==> config.mk <==
export PLATFORM = sky130hd
export DESIGN_NAME = beep_pattern_sequencer_core
export DESIGN_NICKNAME = d
export VERILOG_FILES = /design/src/rtl/bps_pkg.sv /design/src/rtl/beep_pattern_sequencer_core.sv
export SDC_FILE = /design/constraint.sdc
export NUM_CORES = 1
export LEC_CHECK = 0
export BUFFER_PORTS_ARGS = -buffer_cell sky130_fd_sc_hd__buf_4
export CAP_MARGIN = 20
export CORE_ASPECT_RATIO = 1.1
export CORE_MARGIN = 3
export CORE_UTILIZATION = 25
export DETAILED_ROUTE_END_ITERATION = 6
export PLACE_DENSITY_LB_ADDON = 0.2
export SKIP_CTS_REPAIR_TIMING = 1
export SYNTH_ARGS = -nofsm -noshare
export SYNTH_HDL_FRONTEND = slang
export SYNTH_SLANG_ARGS = --single-unit
==> constraint.sdc <==
create_clock -name clk -period 10.9 [get_ports clk]
set_input_delay 1.09 -clock clk [delete_from_list [all_inputs] [get_ports clk]]
set_output_delay 1.09 -clock clk [all_outputs]
set_load 0.02 [all_outputs]
==> src/rtl/bps_pkg.sv <==
// Shared codes for the beep pattern sequencer: item actions, pattern codes,
// configuration register indexes, register reset values and timing limits.
// No dependencies.
package bps_pkg;

  typedef enum logic [1:0] {
    ACT_TICK  = 2'd0,
    ACT_START = 2'd1,
    ACT_STOP  = 2'd2,
    ACT_NONE  = 2'd3
  } action_t;

  typedef logic [3:0] pattern_t;

  localparam pattern_t PAT_ERROR      = 4'd0;
  localparam pattern_t PAT_CONFIRM_LO = 4'd1;
  localparam pattern_t PAT_CONFIRM_HI = 4'd6;
  localparam pattern_t PAT_ESCALATION = 4'd7;
  localparam pattern_t PAT_PERIMETER  = 4'd8;

  typedef enum logic [2:0] {
    REG_SHORT_BEEP    = 3'd0,
    REG_GAP           = 3'd1,
    REG_LONG_BEEP     = 3'd2,
    REG_CONFIRM_PAUSE = 3'd3,
    REG_ERROR_BEEP    = 3'd4,
    REG_PHASE1        = 3'd5,
    REG_PHASE2        = 3'd6,
    REG_PHASE3        = 3'd7
  } cfg_reg_t;

  localparam logic [15:0] RST_SHORT_BEEP    = 16'd80;
  localparam logic [15:0] RST_GAP           = 16'd80;
  localparam logic [15:0] RST_LONG_BEEP     = 16'd400;
  localparam logic [15:0] RST_CONFIRM_PAUSE = 16'd300;
  localparam logic [15:0] RST_ERROR_BEEP    = 16'd1000;
  localparam logic [15:0] RST_PHASE         = 16'd10000;

  localparam logic [17:0] ELAPSED_MAX  = 18'h3FFFF;
  localparam logic [9:0]  MS_LAST      = 10'd999;
  localparam logic [15:0] MS_PER_SEC   = 16'd1000;
  localparam logic [15:0] HALF_SEC_MS  = 16'd500;
  localparam int unsigned CONFIRM_TAIL = 6;

endpackage

==> src/rtl/beep_pattern_sequencer_core.sv <==
// Beep pattern sequencer top level: buzzer state, configuration registers
// and the output word register. Depends on bps_pkg.
//
//   channel   | direction | fields (lowest bit first)
//   s_axis    | in        | tuser: action[1:0]; tdata: pattern_id[3:0], zero fill
//   m_axis    | out       | tdata: buzzer_on, busy_res, active_pattern_out[3:0], zero fill
//   cfg       | in        | cfg_we, cfg_index[2:0], cfg_data[15:0], write only
//
// Every input word is handled in the cycle it is accepted: the buzzer state
// and the result are computed from the current state in one pass and both
// land in registers at that edge, so one word per cycle is sustained. The
// single output register is the limit; a new word is taken whenever that
// register is empty or is being drained in the same cycle. Reset (rst,
// synchronous) stops any pattern, empties the output and restores the
// register defaults. A stall on m_axis holds the result and pushes back.
module beep_pattern_sequencer_core
  import bps_pkg::*;
#(
  parameter int unsigned FAST_PERIOD_MS  = 166,
  parameter int unsigned PERIMETER_BEEPS = 5
) (
  input  logic        clk,
  input  logic        rst,
  input  logic        s_axis_tvalid,
  output logic        s_axis_tready,
  input  logic [7:0]  s_axis_tdata,   // [3:0] pattern_id, [7:4] unused
  input  logic [1:0]  s_axis_tuser,   // [1:0] action
  output logic        m_axis_tvalid,
  input  logic        m_axis_tready,
  output logic [7:0]  m_axis_tdata,   // [0] buzzer_on, [1] busy_res,
                                      // [5:2] active_pattern_out, [7:6] zero
  input  logic        cfg_we,
  input  logic [2:0]  cfg_index,
  input  logic [15:0] cfg_data
);

  localparam logic [15:0] FastPeriod = 16'(FAST_PERIOD_MS);
  localparam logic [3:0]  PerimCount = 4'(PERIMETER_BEEPS);

  // Configuration registers.
  logic [15:0] short_beep_ms, gap_ms, long_beep_ms, mid_pause_ms;
  logic [15:0] err_beep_ms, phase1_ms, phase2_ms, phase3_ms;

  always_ff @(posedge clk) begin
    if (rst) begin
      short_beep_ms <= RST_SHORT_BEEP;
      gap_ms        <= RST_GAP;
      long_beep_ms  <= RST_LONG_BEEP;
      mid_pause_ms  <= RST_CONFIRM_PAUSE;
      err_beep_ms   <= RST_ERROR_BEEP;
      phase1_ms     <= RST_PHASE;
      phase2_ms     <= RST_PHASE;
      phase3_ms     <= RST_PHASE;
    end else if (cfg_we) begin
      case (cfg_reg_t'(cfg_index))
        REG_SHORT_BEEP:    short_beep_ms <= cfg_data;
        REG_GAP:           gap_ms        <= cfg_data;
        REG_LONG_BEEP:     long_beep_ms  <= cfg_data;
        REG_CONFIRM_PAUSE: mid_pause_ms  <= cfg_data;
        REG_ERROR_BEEP:    err_beep_ms   <= cfg_data;
        REG_PHASE1:        phase1_ms     <= cfg_data;
        REG_PHASE2:        phase2_ms     <= cfg_data;
        REG_PHASE3:        phase3_ms     <= cfg_data;
        default: ;
      endcase
    end
  end

  // Sequencer state.
  pattern_t    current_pattern, current_pattern_next;
  logic        playing, playing_next;
  logic        pin_level, pin_level_next;
  logic [3:0]  step_index, step_index_next;
  logic [15:0] toggle_countdown, toggle_countdown_next;
  logic [17:0] elapsed_ms, elapsed_ms_next;
  logic [9:0]  ms_in_second, ms_in_second_next;
  logic [3:0]  beeps_left, beeps_left_next;

  logic      accept;
  action_t   action;
  pattern_t  pattern_id;

  assign s_axis_tready = !m_axis_tvalid || m_axis_tready;
  assign accept        = s_axis_tvalid && s_axis_tready;
  assign action        = action_t'(s_axis_tuser);
  assign pattern_id    = s_axis_tdata[3:0];

  // Values a tick produces before the pattern logic looks at them.
  logic [15:0] cd_dec;
  logic [17:0] elapsed_inc;
  logic [9:0]  ms_inc;
  logic        due;

  assign cd_dec      = (toggle_countdown != '0) ? toggle_countdown - 16'd1 : '0;
  assign elapsed_inc = (elapsed_ms != ELAPSED_MAX) ? elapsed_ms + 18'd1 : elapsed_ms;
  assign ms_inc      = (ms_in_second >= MS_LAST) ? '0 : ms_in_second + 10'd1;
  assign due         = (cd_dec == '0);

  // Escalation phase boundaries and silent times.
  logic [16:0] phase12_end;
  logic [17:0] phase123_end;
  logic [15:0] slow_gap, half_gap, fast_gap;

  assign phase12_end  = {1'b0, phase1_ms} + {1'b0, phase2_ms};
  assign phase123_end = {1'b0, phase12_end} + {2'b00, phase3_ms};
  assign slow_gap     = MS_PER_SEC - {6'd0, ms_inc};
  assign half_gap     = (HALF_SEC_MS > short_beep_ms) ? HALF_SEC_MS - short_beep_ms : '0;
  assign fast_gap     = (FastPeriod > short_beep_ms) ? FastPeriod - short_beep_ms : '0;

  // Confirm pattern layout: the opening short beeps take the pattern code
  // rounded up to even steps, then the pause, then the closing part.
  logic [4:0] conf_before;
  logic [4:0] conf_step;
  logic [4:0] conf_tail;

  assign conf_before = {1'b0, current_pattern} + {4'd0, current_pattern[0]};
  assign conf_step   = {1'b0, step_index};
  assign conf_tail   = conf_step - conf_before - 5'd1;

  logic start_ok;
  assign start_ok = (pattern_id <= PAT_PERIMETER) &&
                    !((pattern_id == PAT_PERIMETER) && playing &&
                      ((current_pattern == PAT_ESCALATION) ||
                       (current_pattern == PAT_PERIMETER)));

  always_comb begin
    current_pattern_next  = current_pattern;
    playing_next          = playing;
    pin_level_next        = pin_level;
    step_index_next       = step_index;
    toggle_countdown_next = toggle_countdown;
    elapsed_ms_next       = elapsed_ms;
    ms_in_second_next     = ms_in_second;
    beeps_left_next       = beeps_left;

    if (accept) begin
      case (action)
        ACT_TICK: begin
          if (playing) begin
            toggle_countdown_next = cd_dec;
            elapsed_ms_next       = elapsed_inc;
            ms_in_second_next     = ms_inc;
            if (current_pattern == PAT_ESCALATION) begin
              if (elapsed_inc >= phase123_end) begin
                current_pattern_next = PAT_ERROR;
                playing_next         = 1'b0;
                step_index_next      = '0;
                pin_level_next       = 1'b0;
              end else if (due) begin
                if (!pin_level) begin
                  pin_level_next        = 1'b1;
                  toggle_countdown_next = short_beep_ms;
                end else begin
                  pin_level_next = 1'b0;
                  if (elapsed_inc < {2'b00, phase1_ms}) begin
                    toggle_countdown_next = slow_gap;
                  end else if (elapsed_inc < {1'b0, phase12_end}) begin
                    toggle_countdown_next = half_gap;
                  end else begin
                    toggle_countdown_next = fast_gap;
                  end
                end
              end
            end else if (due) begin
              // Halt is the fallback; the arms below override it.
              current_pattern_next = PAT_ERROR;
              playing_next         = 1'b0;
              step_index_next      = '0;
              pin_level_next       = 1'b0;
              if (current_pattern >= PAT_CONFIRM_LO &&
                  current_pattern <= PAT_CONFIRM_HI) begin
                if (conf_step < conf_before) begin
                  current_pattern_next  = current_pattern;
                  playing_next          = 1'b1;
                  pin_level_next        = !step_index[0];
                  toggle_countdown_next = step_index[0] ? gap_ms : short_beep_ms;
                  step_index_next       = step_index + 4'd1;
                end else if (conf_step == conf_before) begin
                  current_pattern_next  = current_pattern;
                  playing_next          = 1'b1;
                  pin_level_next        = 1'b0;
                  toggle_countdown_next = mid_pause_ms;
                  step_index_next       = step_index + 4'd1;
                end else if (current_pattern[0]) begin
                  if (conf_tail == '0) begin
                    current_pattern_next  = current_pattern;
                    playing_next          = 1'b1;
                    pin_level_next        = 1'b1;
                    toggle_countdown_next = long_beep_ms;
                    step_index_next       = step_index + 4'd1;
                  end
                end else if (conf_tail < 5'(CONFIRM_TAIL)) begin
                  current_pattern_next  = current_pattern;
                  playing_next          = 1'b1;
                  pin_level_next        = !conf_tail[0];
                  toggle_countdown_next = conf_tail[0] ? gap_ms : short_beep_ms;
                  step_index_next       = step_index + 4'd1;
                end
              end else if (current_pattern == PAT_PERIMETER) begin
                current_pattern_next = current_pattern;
                playing_next         = 1'b1;
                step_index_next      = step_index;
                if (pin_level) begin
                  pin_level_next = 1'b0;
                  if (beeps_left <= 4'd1) begin
                    // Last beep of the alert has ended.
                    beeps_left_next      = '0;
                    current_pattern_next = PAT_ERROR;
                    playing_next         = 1'b0;
                    step_index_next      = '0;
                  end else begin
                    beeps_left_next       = beeps_left - 4'd1;
                    toggle_countdown_next = gap_ms;
                  end
                end else begin
                  pin_level_next        = 1'b1;
                  toggle_countdown_next = short_beep_ms;
                end
              end
            end
          end
        end
        ACT_START: begin
          if (start_ok) begin
            current_pattern_next  = pattern_id;
            playing_next          = 1'b1;
            step_index_next       = '0;
            beeps_left_next       = '0;
            elapsed_ms_next       = '0;
            ms_in_second_next     = '0;
            toggle_countdown_next = '0;
            pin_level_next        = 1'b0;
            if (pattern_id == PAT_ERROR) begin
              pin_level_next        = 1'b1;
              toggle_countdown_next = err_beep_ms;
            end else if (pattern_id == PAT_ESCALATION) begin
              pin_level_next        = 1'b1;
              toggle_countdown_next = short_beep_ms;
            end else if (pattern_id == PAT_PERIMETER) begin
              beeps_left_next       = PerimCount;
              pin_level_next        = 1'b1;
              toggle_countdown_next = short_beep_ms;
            end
          end
        end
        ACT_STOP: begin
          current_pattern_next = PAT_ERROR;
          playing_next         = 1'b0;
          step_index_next      = '0;
          pin_level_next       = 1'b0;
        end
        default: ;
      endcase
    end
  end

  always_ff @(posedge clk) begin
    if (rst) begin
      current_pattern  <= '0;
      playing          <= 1'b0;
      pin_level        <= 1'b0;
      step_index       <= '0;
      toggle_countdown <= '0;
      elapsed_ms       <= '0;
      ms_in_second     <= '0;
      beeps_left       <= '0;
    end else begin
      current_pattern  <= current_pattern_next;
      playing          <= playing_next;
      pin_level        <= pin_level_next;
      step_index       <= step_index_next;
      toggle_countdown <= toggle_countdown_next;
      elapsed_ms       <= elapsed_ms_next;
      ms_in_second     <= ms_in_second_next;
      beeps_left       <= beeps_left_next;
    end
  end

  // Output word register: loaded with the state after each accepted word.
  always_ff @(posedge clk) begin
    if (rst) begin
      m_axis_tvalid <= 1'b0;
    end else if (accept) begin
      m_axis_tvalid <= 1'b1;
    end else if (m_axis_tready) begin
      m_axis_tvalid <= 1'b0;
    end
  end

  always_ff @(posedge clk) begin
    if (accept) begin
      m_axis_tdata <= {2'b00,
                       playing_next ? current_pattern_next : PAT_ERROR,
                       playing_next,
                       pin_level_next};
    end
  end

endmodule

==> impl_metrics.yaml <==
run_status:
  outcome: "finished clean"
yosys:
  synth_area_leaders: "dfxtp_1 26%, ha_1 9.0%, nand2_1 8.6%"
  synth_top_flop_cell: "dfxtp_1"
  synth_common_cells: "335 x nand2_1, 205 x a21oi_1, 187 x dfxtp_1"
  yosys_warnings: 0
  synthDistinctLibCells: 90
  ys_async_sr_fraction_pct: 0
  synth-edff-count: 6
  synth-seq-cells: 193
  synth.avg_cell_area_sq_um: 7.34
  ys_seq_area_share_pct: 27.0
  synth_area_leader_cell: "dfxtp_1"
  synth.top_cell.area_share_pct: 25.7
  synth_cells: 1983
  synth.most_common_cell: "nand2_1"
  synth_area_sq_mm: 0.0146
sta:
  finalSetupViolCount: 0
  holdWs_ns: 0.459
  timing.fmax_ghz: 0.156
  relSlewSlack_pct: 30.8
  tightest_slew_ns: 1.04
  final-max-slew-violation-count: 0
  finalHoldViolCount: 0
  rsz0062_at_grt: "no"
  final.setup.tns_ns: 0
  post-route-period-util_pct: 58.8
  period_needed_ns: 6.41
  clock_skew_ns: 0.00874
global_route:
  grt_pass1_wl_mm: 83.3
  grt_max_degree: 91
  grt_usage_pct: 17.6
  antenna_found_initial: 0
  grt_pass1_vias: 13800
  grt_overflow_total: 0
drt:
  first_iter_violations: 1017
  remaining_drc_errors: 0
  num_vias: 14300
  wl_mm: 54.6
  viasPerCell: 5.29
  post_drt_wl_per_cell_um: 20.2
  dr.pass1.iters: 6
  drtAntennaViolNets: 0
critical_path:
  cp_max_fo: 8
  critical_path_class: "register to register"
  slowest_stage: "nor2_1"
  path_delay_family: "compound AO/OA/AOI/OAI gates"
  critPathArrivalTime_ns: 6.72
  cp_num_buf_inv: 1
  critPathLaunchType: "register"
  required_ns: 11.21
  end_kind: "register"
  critPathMaxStageDelay_ns: 0.54
layout:
  nNetsFinal: 2075
  fill_cells: 6322
  stdcell_count: 2699
  drive_gt1_share_pct: 6.89
  area_delta_synth_final_pct: 10.4
cts:
  cts_num_sinks: 193
  numCtsBuffers: 17
  cts_buffer_depth: 2
  cts_root_buffer: "clkbuf_16"
  clk_latency_ns: 0.47
  cts.reportedPaths.clkPinSlew_ns: 0.08
  cts_tree: "yes"
  h-tree-depth: 4
place:
  dp_hpwl_mm: 39.8
  numPlacedInstances: 2665
  place_congestion: 0.862
  portBuffers: 37
power_and_ir_drop:
  p_per_area_mw_per_mm2: 122
  worst_ir_drop_vdd_mv: 0.116
  total_power_mw: 1.96
  power_leakage_nw: 6.00
floorplan:
  dieHeight_um: 259
  io_pins: 44
  core_region_area_sq_mm: 0.0574
  start_util_pct: 25.3
  die_area_sq_mm: 0.0611
  rows: 92
  die_x_um: 236
min_path:
  min_path_type: "register to register"
job:
  cap_violations: 0
## path summary, 6_finish.rpt
| check | start | slack (ns) | cells past startpoint | end |
|---|---|---|---|---|
| worst max register to register | phase1_ms[0] | 4.49 | 26 | toggle_countdown[12] |
| worst min register to register | err_beep_ms[14] | 0.46 | 2 | err_beep_ms[14] |
| worst min-delay path | err_beep_ms[14] | 0.46 | 2 | err_beep_ms[14] |
| worst max-delay path | phase1_ms[0] | 4.49 | 26 | toggle_countdown[12] |
## power by group
part           switching [mW]  internal [mW]
Combinational           0.353          0.192
Clock                   0.340          0.329
Sequential             0.0235          0.725
Total                   0.716           1.25
## worst register-to-register path, delay by kind of cell, from the launching register on
kind	cells	cell delay, ns
xor+xnor	1	0.24
fa+ha+maj	4	1.16
compound gates	12	2.33
simple gates	8	2.03
buf+inv	1	0.06
flops	1	0.43
## state kept, by name, summed over array words and instances (netlist names), 10 cells and up
name and cells:
phase1_ms 16, phase2_ms 16, mid_pause_ms 16, elapsed_ms 18
toggle_countdown 16, short_beep_ms 16, ms_in_second 10, gap_ms 16
err_beep_ms 16, long_beep_ms 16, phase3_ms 16
## metrics by stage
step                area (sq um)  util, %  setup slack (ns)
finish                     16100     28.0              4.49
global route               16100     28.0              4.00
CTS                        16000     27.9              4.51
detailed placement         15500     26.9              4.54
global placement           15500     26.9              4.56
floorplan                  14600        -              5.87
## layer usage
layer / track usage (%) / wire length, um / vias to the layer above / part of all wire, %
li1: - / - / 7014 / -
met1: 21.1 / 23300 / 6881 / 43
met2: 32.1 / 27700 / 338 / 51
met3: 2.48 / 2090 / 58 / 3.8
met4: 5.81 / 1480 / 0 / 2.7
met5: 0 / 0 / - / 0
## layout make-up
cell class	count	area [sq um]	area share, %
Clock buffer	17	425	2.65
Inverter	68	255	1.59
Sequential cell	193	3930	24.4
Tap cell	752	941	5.86
Timing Repair Buffer	68	514	3.20
Antenna cell	2	5.00	0.0312
Multi-Input combinational cell	1585	9830	61.2
Clock inverter	14	169	1.05
## cell usage in the layout, fill, tap and decap left out, types with 18 or more instances in the layout
cell and count:
a21oi_1 205, nor3_1 47, nor2_1 175, a22oi_1 20, dfxtp_1 186, nand3b_1 32
xor2_1 31, mux2i_1 28, o21ai_0 104, nand3_1 45, xnor2_1 39, ha_1 105
a211oi_1 33, and3_1 18, nor2b_1 26, buf_4 65, o211ai_1 18, inv_1 67
a221oi_1 27, nand2_1 335
## kinds of logic (layout without fill, tap and decap cells)
logic type	Yosys count	in the layout	synth area share, %
XOR/XNOR	70	70	4.21
flip-flops	193	193	27.0
adder cells (fa/ha/maj)	109	109	9.51
multiplexers	35	35	2.47
buffers and inverters	206	167	5.62
AO/OA/AOI/OAI	577	577	25.6
other	1	4	0.0258
AND/OR/NAND/NOR	792	792	25.6
Power figures use the tool's default switching activity.
